===== config.mk =====
export PLATFORM = sky130hd
export DESIGN_NAME = hash_table_sorted_buckets
export DESIGN_NICKNAME = d
export VERILOG_FILES = /design/src/htsb_pkg.sv /design/src/hash_table_sorted_buckets.sv /design/src/htsb_ctrl.sv /design/src/htsb_dp.sv
export SDC_FILE = /design/constraint.sdc
export NUM_CORES = 2
export LEC_CHECK = 0
export ABC_AREA = 1
export BUFFER_PORTS_ARGS = -buffer_cell sky130_fd_sc_hd__buf_2
export CAP_MARGIN = 0
export CELL_PAD_IN_SITES_DETAIL_PLACEMENT = 1
export CELL_PAD_IN_SITES_GLOBAL_PLACEMENT = 1
export CORE_ASPECT_RATIO = 1.2
export CORE_MARGIN = 5
export CORE_UTILIZATION = 40
export CTS_CLUSTER_SIZE = 30
export DETAILED_ROUTE_END_ITERATION = 10
export GPL_ROUTABILITY_DRIVEN = 0
export PLACE_DENSITY_LB_ADDON = 0.25
export SKIP_LAST_GASP = 1
export SYNTH_ARGS = -nofsm -noshare
export SYNTH_HDL_FRONTEND = slang
export SYNTH_SLANG_ARGS = --single-unit

===== constraint.sdc =====
create_clock -name clk -period 8.1 [get_ports clk]
set_input_delay 1.215 -clock clk [delete_from_list [all_inputs] [get_ports clk]]
set_output_delay 1.215 -clock clk [all_outputs]
set_load 0.01 [all_outputs]

===== src/htsb_pkg.sv =====
// ============================================================================
// htsb_pkg: shared types and constants for the sorted-bucket hash table
// Table geometry, key reduction constants, status codes and the command
// group that the controller sends to the datapath.
// ============================================================================
package htsb_pkg;

    // Table geometry.
    localparam int NUM_BUCKETS  = 16;
    localparam int BUCKET_DEPTH = 8;

    // Fixed field widths.
    localparam int KEY_W    = 16;
    localparam int STATUS_W = 2;
    localparam int BOUT_W   = 4;

    // Derived widths.
    localparam int BIDX_W = (NUM_BUCKETS > 1) ? $clog2(NUM_BUCKETS) : 1;
    localparam int FILL_W = $clog2(BUCKET_DEPTH + 1);

    // Key reduction by reciprocal multiplication. HASH_MULT rounds down
    // 2^HASH_SHIFT / NUM_BUCKETS, so the quotient is exact or one short and
    // the remainder estimate stays below twice the bucket count.
    localparam int HASH_SHIFT = KEY_W + BIDX_W;
    localparam int MULT_W     = KEY_W + 1;
    localparam int PROD_W     = KEY_W + MULT_W;
    localparam int QUO_W      = PROD_W - HASH_SHIFT;
    localparam int RED_W      = BIDX_W + 1;
    localparam logic [MULT_W-1:0] HASH_MULT =
        MULT_W'((64'd1 << HASH_SHIFT) / NUM_BUCKETS);
    localparam logic [RED_W-1:0] NB_RED = RED_W'(NUM_BUCKETS);

    typedef logic [KEY_W-1:0]    key_t;
    typedef logic [STATUS_W-1:0] status_t;
    typedef logic [BOUT_W-1:0]   bucket_out_t;
    typedef logic [BIDX_W-1:0]   bidx_t;
    typedef logic [FILL_W-1:0]   fill_t;
    typedef logic [BUCKET_DEPTH-1:0][KEY_W-1:0] row_t;

    // Request kinds.
    localparam logic KIND_INSERT = 1'b0;
    localparam logic KIND_SEARCH = 1'b1;

    // Result status codes.
    localparam status_t ST_INSERTED  = 2'd0;
    localparam status_t ST_FOUND     = 2'd1;
    localparam status_t ST_NOT_FOUND = 2'd2;
    localparam status_t ST_FULL      = 2'd3;

    // Controller to datapath commands.
    typedef struct packed {
        logic load;   // capture a new request and start the key reduction
        logic hash;   // finish the reduction and read the bucket row
        logic exec;   // compare, write the row back and load the result
    } cmd_t;

endpackage


===== src/hash_table_sorted_buckets.sv =====
// ============================================================================
// hash_table_sorted_buckets: hash table with sorted fixed-depth buckets
// Insert and search requests on 16-bit keys, bucketed by key modulo the
// bucket count, one result per request.
// ============================================================================
// A request (kind 0 insert, kind 1 search) is reduced to its bucket, that
// bucket's row is read from the row memory, compared against the key in
// parallel and, for an insert, written back with the key in sorted position.
// Each request yields one result: inserted, found, not found, or bucket full
// (the insert is refused and nothing changes). Results are held in an output
// register. A new request is taken only when idle or as the previous request
// writes its result, because of the read-modify-write of the single-port row
// memory. A new request may be taken while the previous result still waits
// in the output register. Bucket fill counts clear at reset, so the block is
// ready in the first cycle after reset.
module hash_table_sorted_buckets (
    input  logic                  clk,
    input  logic                  rst_n,
    input  logic                  in_valid,
    output logic                  in_ready,
    input  logic                  kind,
    input  htsb_pkg::key_t        key,
    output logic                  out_valid,
    input  logic                  out_ready,
    output htsb_pkg::status_t     status,
    output htsb_pkg::bucket_out_t bucket
);
    import htsb_pkg::*;

    cmd_t cmd;

    htsb_ctrl u_ctrl (
        .clk       (clk),
        .rst_n     (rst_n),
        .in_valid  (in_valid),
        .in_ready  (in_ready),
        .out_valid (out_valid),
        .out_ready (out_ready),
        .cmd       (cmd)
    );

    htsb_dp u_dp (
        .clk    (clk),
        .rst_n  (rst_n),
        .cmd    (cmd),
        .kind   (kind),
        .key    (key),
        .status (status),
        .bucket (bucket)
    );

endmodule


===== src/htsb_ctrl.sv =====
// ============================================================================
// htsb_ctrl: request sequencer
// Walks each request through key reduction, row read and row update, and
// owns the input ready and the output valid register.
// ============================================================================
module htsb_ctrl (
    input  logic           clk,
    input  logic           rst_n,
    input  logic           in_valid,
    output logic           in_ready,
    output logic           out_valid,
    input  logic           out_ready,
    output htsb_pkg::cmd_t cmd
);
    import htsb_pkg::*;

    typedef enum logic [1:0] {
        S_IDLE,
        S_HASH,
        S_EXEC
    } state_t;

    state_t state_reg;
    state_t state_next;
    logic   out_valid_reg;
    logic   out_valid_next;
    logic   slot_free;
    logic   accept;
    logic   exec_go;

    // The output register can take a new result when it is empty or its
    // transaction completes in this cycle.
    assign slot_free = !out_valid_reg || out_ready;
    assign exec_go   = (state_reg == S_EXEC) && slot_free;
    assign in_ready  = (state_reg == S_IDLE) || exec_go;
    assign accept    = in_valid && in_ready;

    always_comb
    begin
        state_next     = state_reg;
        out_valid_next = out_valid_reg;
        if (out_ready)
        begin
            out_valid_next = 1'b0;
        end
        unique case (state_reg)
            S_IDLE:
            begin
                if (accept)
                begin
                    state_next = S_HASH;
                end
            end
            S_HASH:
            begin
                state_next = S_EXEC;
            end
            S_EXEC:
            begin
                if (slot_free)
                begin
                    out_valid_next = 1'b1;
                    state_next     = accept ? S_HASH : S_IDLE;
                end
            end
            default:
            begin
                state_next = S_IDLE;
            end
        endcase
    end

    always_ff @(posedge clk or negedge rst_n)
    begin
        if (!rst_n)
        begin
            state_reg     <= S_IDLE;
            out_valid_reg <= 1'b0;
        end
        else
        begin
            state_reg     <= state_next;
            out_valid_reg <= out_valid_next;
        end
    end

    assign out_valid = out_valid_reg;
    assign cmd.load  = accept;
    assign cmd.hash  = (state_reg == S_HASH);
    assign cmd.exec  = exec_go;

endmodule


===== src/htsb_dp.sv =====
// ============================================================================
// htsb_dp: bucket datapath
// Reduces the key to a bucket index, holds the bucket rows and fill counts,
// compares a row against the key in parallel and writes back the sorted row.
// ============================================================================
module htsb_dp (
    input  logic                  clk,
    input  logic                  rst_n,
    input  htsb_pkg::cmd_t        cmd,
    input  logic                  kind,
    input  htsb_pkg::key_t        key,
    output htsb_pkg::status_t     status,
    output htsb_pkg::bucket_out_t bucket
);
    import htsb_pkg::*;

    // Request capture and reduction.
    logic                    kind_reg;
    key_t                    key_reg;
    logic [PROD_W-1:0]       prod_reg;
    logic [PROD_W-1:0]       prod_next;
    logic [QUO_W-1:0]        quo;
    logic [RED_W-1:0]        rem_est;
    logic [RED_W-1:0]        rem_fix;
    bidx_t                   bidx_next;
    bidx_t                   bidx_reg;

    // Row memory and fill counts.
    row_t                    row_mem [NUM_BUCKETS];
    row_t                    row_rd_reg;
    fill_t                   fill_reg [NUM_BUCKETS];
    fill_t                   fill_cur;

    // Compare and update.
    logic [BUCKET_DEPTH-1:0] lt_vec;
    logic [BUCKET_DEPTH-1:0] eq_vec;
    logic                    row_full;
    logic                    do_write;
    row_t                    row_new;
    status_t                 status_next;
    logic [BIDX_W+BOUT_W-1:0] bidx_ext;

    // Result registers.
    status_t                 status_reg;
    bucket_out_t             bucket_reg;

    assign prod_next = PROD_W'(key) * PROD_W'(HASH_MULT);

    // Only the low bits of key - quotient * NUM_BUCKETS are needed, since the
    // estimate is known to be below twice the bucket count.
    assign quo       = prod_reg[PROD_W-1:HASH_SHIFT];
    assign rem_est   = key_reg[RED_W-1:0] - RED_W'(quo[RED_W-1:0] * NB_RED);
    assign rem_fix   = (rem_est >= NB_RED) ? (rem_est - NB_RED) : rem_est;
    assign bidx_next = rem_fix[BIDX_W-1:0];

    always_ff @(posedge clk)
    begin
        if (cmd.load)
        begin
            kind_reg <= kind;
            key_reg  <= key;
            prod_reg <= prod_next;
        end
        if (cmd.hash)
        begin
            bidx_reg   <= bidx_next;
            row_rd_reg <= row_mem[bidx_next];
        end
        if (do_write)
        begin
            row_mem[bidx_reg] <= row_new;
        end
        if (cmd.exec)
        begin
            status_reg <= status_next;
            bucket_reg <= bidx_ext[BOUT_W-1:0];
        end
    end

    assign fill_cur = fill_reg[bidx_reg];
    assign row_full = (fill_cur == FILL_W'(BUCKET_DEPTH));
    assign do_write = cmd.exec && (kind_reg == KIND_INSERT) && !row_full;

    // Rows are sorted, so the entries below the key form a prefix and the
    // new key goes right after that prefix.
    always_comb
    begin
        for (int i = 0; i < BUCKET_DEPTH; i++)
        begin
            lt_vec[i] = (FILL_W'(i) < fill_cur) && (row_rd_reg[i] < key_reg);
            eq_vec[i] = (FILL_W'(i) < fill_cur) && (row_rd_reg[i] == key_reg);
        end
        for (int i = 0; i < BUCKET_DEPTH; i++)
        begin
            if (lt_vec[i])
            begin
                row_new[i] = row_rd_reg[i];
            end
            else if (i == 0)
            begin
                row_new[i] = key_reg;
            end
            else if (lt_vec[i-1])
            begin
                row_new[i] = key_reg;
            end
            else
            begin
                row_new[i] = row_rd_reg[i-1];
            end
        end
    end

    always_comb
    begin
        if (kind_reg == KIND_INSERT)
        begin
            status_next = row_full ? ST_FULL : ST_INSERTED;
        end
        else
        begin
            status_next = (|eq_vec) ? ST_FOUND : ST_NOT_FOUND;
        end
    end

    assign bidx_ext = {{BOUT_W{1'b0}}, bidx_reg};

    always_ff @(posedge clk or negedge rst_n)
    begin
        if (!rst_n)
        begin
            for (int i = 0; i < NUM_BUCKETS; i++)
            begin
                fill_reg[i] <= '0;
            end
        end
        else if (do_write)
        begin
            fill_reg[bidx_reg] <= FILL_W'(fill_cur + 1'b1);
        end
    end

    assign status = status_reg;
    assign bucket = bucket_reg;

endmodule

==> impl_results.md <==
- Status: finished clean
- Sink Count: between 2000 and 2500
- Worst setup EP type: flip-flop
- VDD IR max: 0.2103 mV
- Worst path buffer plus inverter count: 4
- Clock root cell: clkbuf_16
- Final Critical Period: 5.505 ns
- Area growth syn-to-layout: 11.43%
- Final net count: 7264
- Post-DP Area: roughly 96000 µm²
- Fillers: roughly 23000
- Post-Syn Instances: roughly 7200
- Multi-input gate area: 21900 µm²
- Fmax: 181.7 MHz
- Total CTS buffers: 227
- H-tree depth: 4
- Max FFs per register: 2048
- CP peak stage delay: 0.79 ns
- R2r worst-path depth: 16
- PwrDens: 251.9 nW/µm²
- Cell Area, Synth: 92430 µm²
- Remaining antenna violation count: 0
- Gr ovfl total: 0
- Chip Height: 536.6 µm
- Average vias per placed instance: between 5 and 6
- Netlist cell types: 42
- I/O pin cnt: 29
- Hold path depth: 1
- Number of remaining DRC errors: 0
- CP Data Required Time: 8.62 ns
- Drt first pass iters: 5
- Worst Tran Pin Value: 1.306 ns
- Crit path max-delay family: simple AND/OR/NAND/NOR gates
- Critical path's slowest cell: nand2_2
- Die area: between 200000 and 250000 µm²
- Path type of the worst min-delay path: input pin to flip-flop
- Unrepaired setup endpoints after global routing: no
- Clk_lat worst skew: 0.93 ns
- Final core utilization: 44.75%
- Max Slew Vio Count: 0
- Register area: 67830 µm²
- Post-CTS Repair Setup Buffers: 0
- Worst Skew: about 0.071 ns
- Final setup viols: 0
- WL final: 292100 µm
- Initial Util: 40.16%
- Post-DP HPWL: 153000 µm
- Reg clk slew, reported paths: roughly 0.06 ns
- Total of max-cap violations: 0
- Total GRT Usage: 23.51%
- Cell chain of the critical path: inv_1 -> nor2_2 -> nand2_1 -> nand2_1 -> o21ai_0 -> nand2_1 -> nor2_1 -> inv_1 -> ha_1 -> inv_1 -> nand3_4 -> nand2_2 -> buf_4 -> nand2_1 -> nand3_1 -> o21ai_1
- Final worst-path cycle share: 67.96%
- Syn Nets: 7336
- Most frequent CP cell: nand2_1
- Fin area: 103000 µm²
- Crit path DAT: 6.03 ns
- Setup ws final: 2.595 ns
- Largest net degree at the start of global routing: 154
- Post-Place Worst Slack: 2.690 ns
- Post-CTS Resized: 0
- Worst-path fanout max: between 40 and 50
- Yosys reg bits: 2270
- Hold-fix buffers, CTS: 0
- Layout cells sized above 1: 7.576%
- Total vias in the final route: 61430
- Avg WL per Cell: 28.32 µm
- WP depth: 16
- CTS tree: done
- Die W: 448.8 µm
- Leak pwr: 0.03407 µW
- Setup TNS: 0 ns
- Longest Clk Path Bufs: 4
- Vias in the first global route: 63890
- Worst Setup Path Type: flip-flop to flip-flop
- Global-route wire length before repair: 428500 µm
- Initial antenna violation count: 5
- Setup crit start kind: flip-flop
- Core box area: approximately 230000 µm²
- Final Hold Viols: 0
- Buffers added on ports: 28
- Max-slew headroom: 12.36%
- Avg Cell Area, Syn: 12.86 µm²
- YS warnings: 0
- DRT iter0 DRCs: ~5500
- # rows: 193
- Post-synthesis sequential area ratio: 73.39%
- R2r setup slk: 2.60 ns
## routing by layer
layer / part of all wire (%) / global-route usage, %
met3: 5.0 / 2.580
met1: 41 / 30.23
met2: 50 / 41.63
met5: 0.0038 / 0
met4: 3.5 / 8.040
## synthesized netlist by cell type
cell | n | area share (%)
a211oi_1 | 2 | 0.016
a21oi_1 | 66 | 0.36
a22oi_1 | 4 | 0.032
buf_1 | 23 | 0.093
buf_2 | 24 | 0.13
buf_4 | 11 | 0.089
buf_6 | 11 | 0.13
clkbuf_1 | 418 | 1.7
clkinv_1 | 12 | 0.049
dfrtp_1 | 67 | 1.8
edfxtp_1 | 2203 | 72
ha_1 | 130 | 1.8
inv_1 | 165 | 0.67
inv_2 | 19 | 0.077
mux2i_1 | 19 | 0.21
nand2_1 | 496 | 2.0
nand2_2 | 23 | 0.16
nand2_4 | 3 | 0.037
nand3_1 | 279 | 1.5
nand3_2 | 1 | 0.011
nand3_4 | 3 | 0.057
nand4_1 | 24 | 0.16
nor2_1 | 1154 | 4.7
nor2_2 | 4 | 0.027
nor2_4 | 4 | 0.049
nor2_8 | 2 | 0.043
nor3_1 | 7 | 0.038
nor3b_1 | 2 | 0.016
nor4_1 | 2 | 0.014
o211ai_1 | 74 | 0.60
o21a_1 | 1 | 0.0081
o21ai_0 | 1279 | 6.9
o21ai_1 | 64 | 0.35
o21ai_2 | 1 | 0.0095
o21ai_4 | 1 | 0.018
o21ba_2 | 4 | 0.043
o21bai_1 | 6 | 0.049
o221ai_1 | 201 | 1.9
o22ai_1 | 365 | 2.5
o31ai_1 | 6 | 0.049
o32ai_1 | 4 | 0.038
xor2_2 | 1 | 0.018
## power breakdown
group	switching [µW]	internal [µW]	total, µW
Clock	4490	5690	10200
Combinational	1740	539	2280
Sequential	120	13400	13500
## layout by cell type, fill, tap and decap left out, types with 4 or more instances in the layout
cell,n
o211ai_1,74
nor2_1,1153
inv_1,162
nand3_1,279
nor3_1,7
o21ai_0,1270
a21oi_1,66
edfxtp_1,2203
buf_12,23
o21ai_1,73
bufinv_16,15
nand2_1,494
dfrtp_1,67
clkinvlp_4,4
buf_4,135
o31ai_1,6
nand4_1,24
clkbuf_16,229
clkinv_1,68
o221ai_1,201
ha_1,130
clkinv_2,33
o22ai_1,365
inv_16,4
clkbuf_1,53
o21ba_2,4
o21bai_1,6
buf_2,28
nand2_2,25
o32ai_1,4
a22oi_1,4
clkbuf_8,5
mux2i_1,19
nor2_4,6
inv_8,19
## cell type report
class                   instances  share of cell area [%]
repair buffers                186                   1.567
clock buffers                 287                   5.824
well taps                    3022                   3.671
clock inverters               115                  0.9513
inverters                     196                  0.8504
multi-input cells            4232                   21.27
flip-flops and latches       2270                   65.86
diodes                          3                0.007289
## per-stage QoR
| step | total power [µW] | hold slack (ns) | cells |
|---|---|---|---|
| finish | 25940 | 0.4616 | 10310 |
| global route | 26800 | 0.4431 | 10310 |
| CTS | 26100 | 0.4046 | 10310 |
| detailed placement | 16000 | 0.4766 | 9906 |
| global placement | 15920 | 0.4660 | 9906 |
| floorplan | 15010 | 0.4244 | 7185 |
## final timing paths
path,from,endpoint
max in group asynchronous,rst_n,u_dp.fill_reg[42]$_DFFE_PN0P_
min reg2reg,u_dp.fill_reg[23]$_DFFE_PN0P_,u_dp.fill_reg[23]$_DFFE_PN0P_
max reg2reg,u_dp.bidx_reg[1]$_DFFE_PN_,u_dp.row_mem[0][60]$_DFFE_PP_
max,u_dp.bidx_reg[1]$_DFFE_PN_,u_dp.row_mem[0][60]$_DFFE_PP_
min,key[4],u_dp.key_reg[4]$_DFFE_PP_
min in group asynchronous,rst_n,u_dp.fill_reg[15]$_DFFE_PN0P_
## cells by family (layout without fill, tap and decap cells)
group,count (synthesis),in the layout,synth area share (%)
compound gates,2078,2078,12.87
xor+xnor,1,1,0.01760
fa+ha+maj,130,130,1.760
buf+inv,683,784,2.940
flops,2270,2270,73.39
mux,19,19,0.2058
other cells,0,3,0
simple gates,2004,2004,8.821
Power figures use the tool's default switching activity.
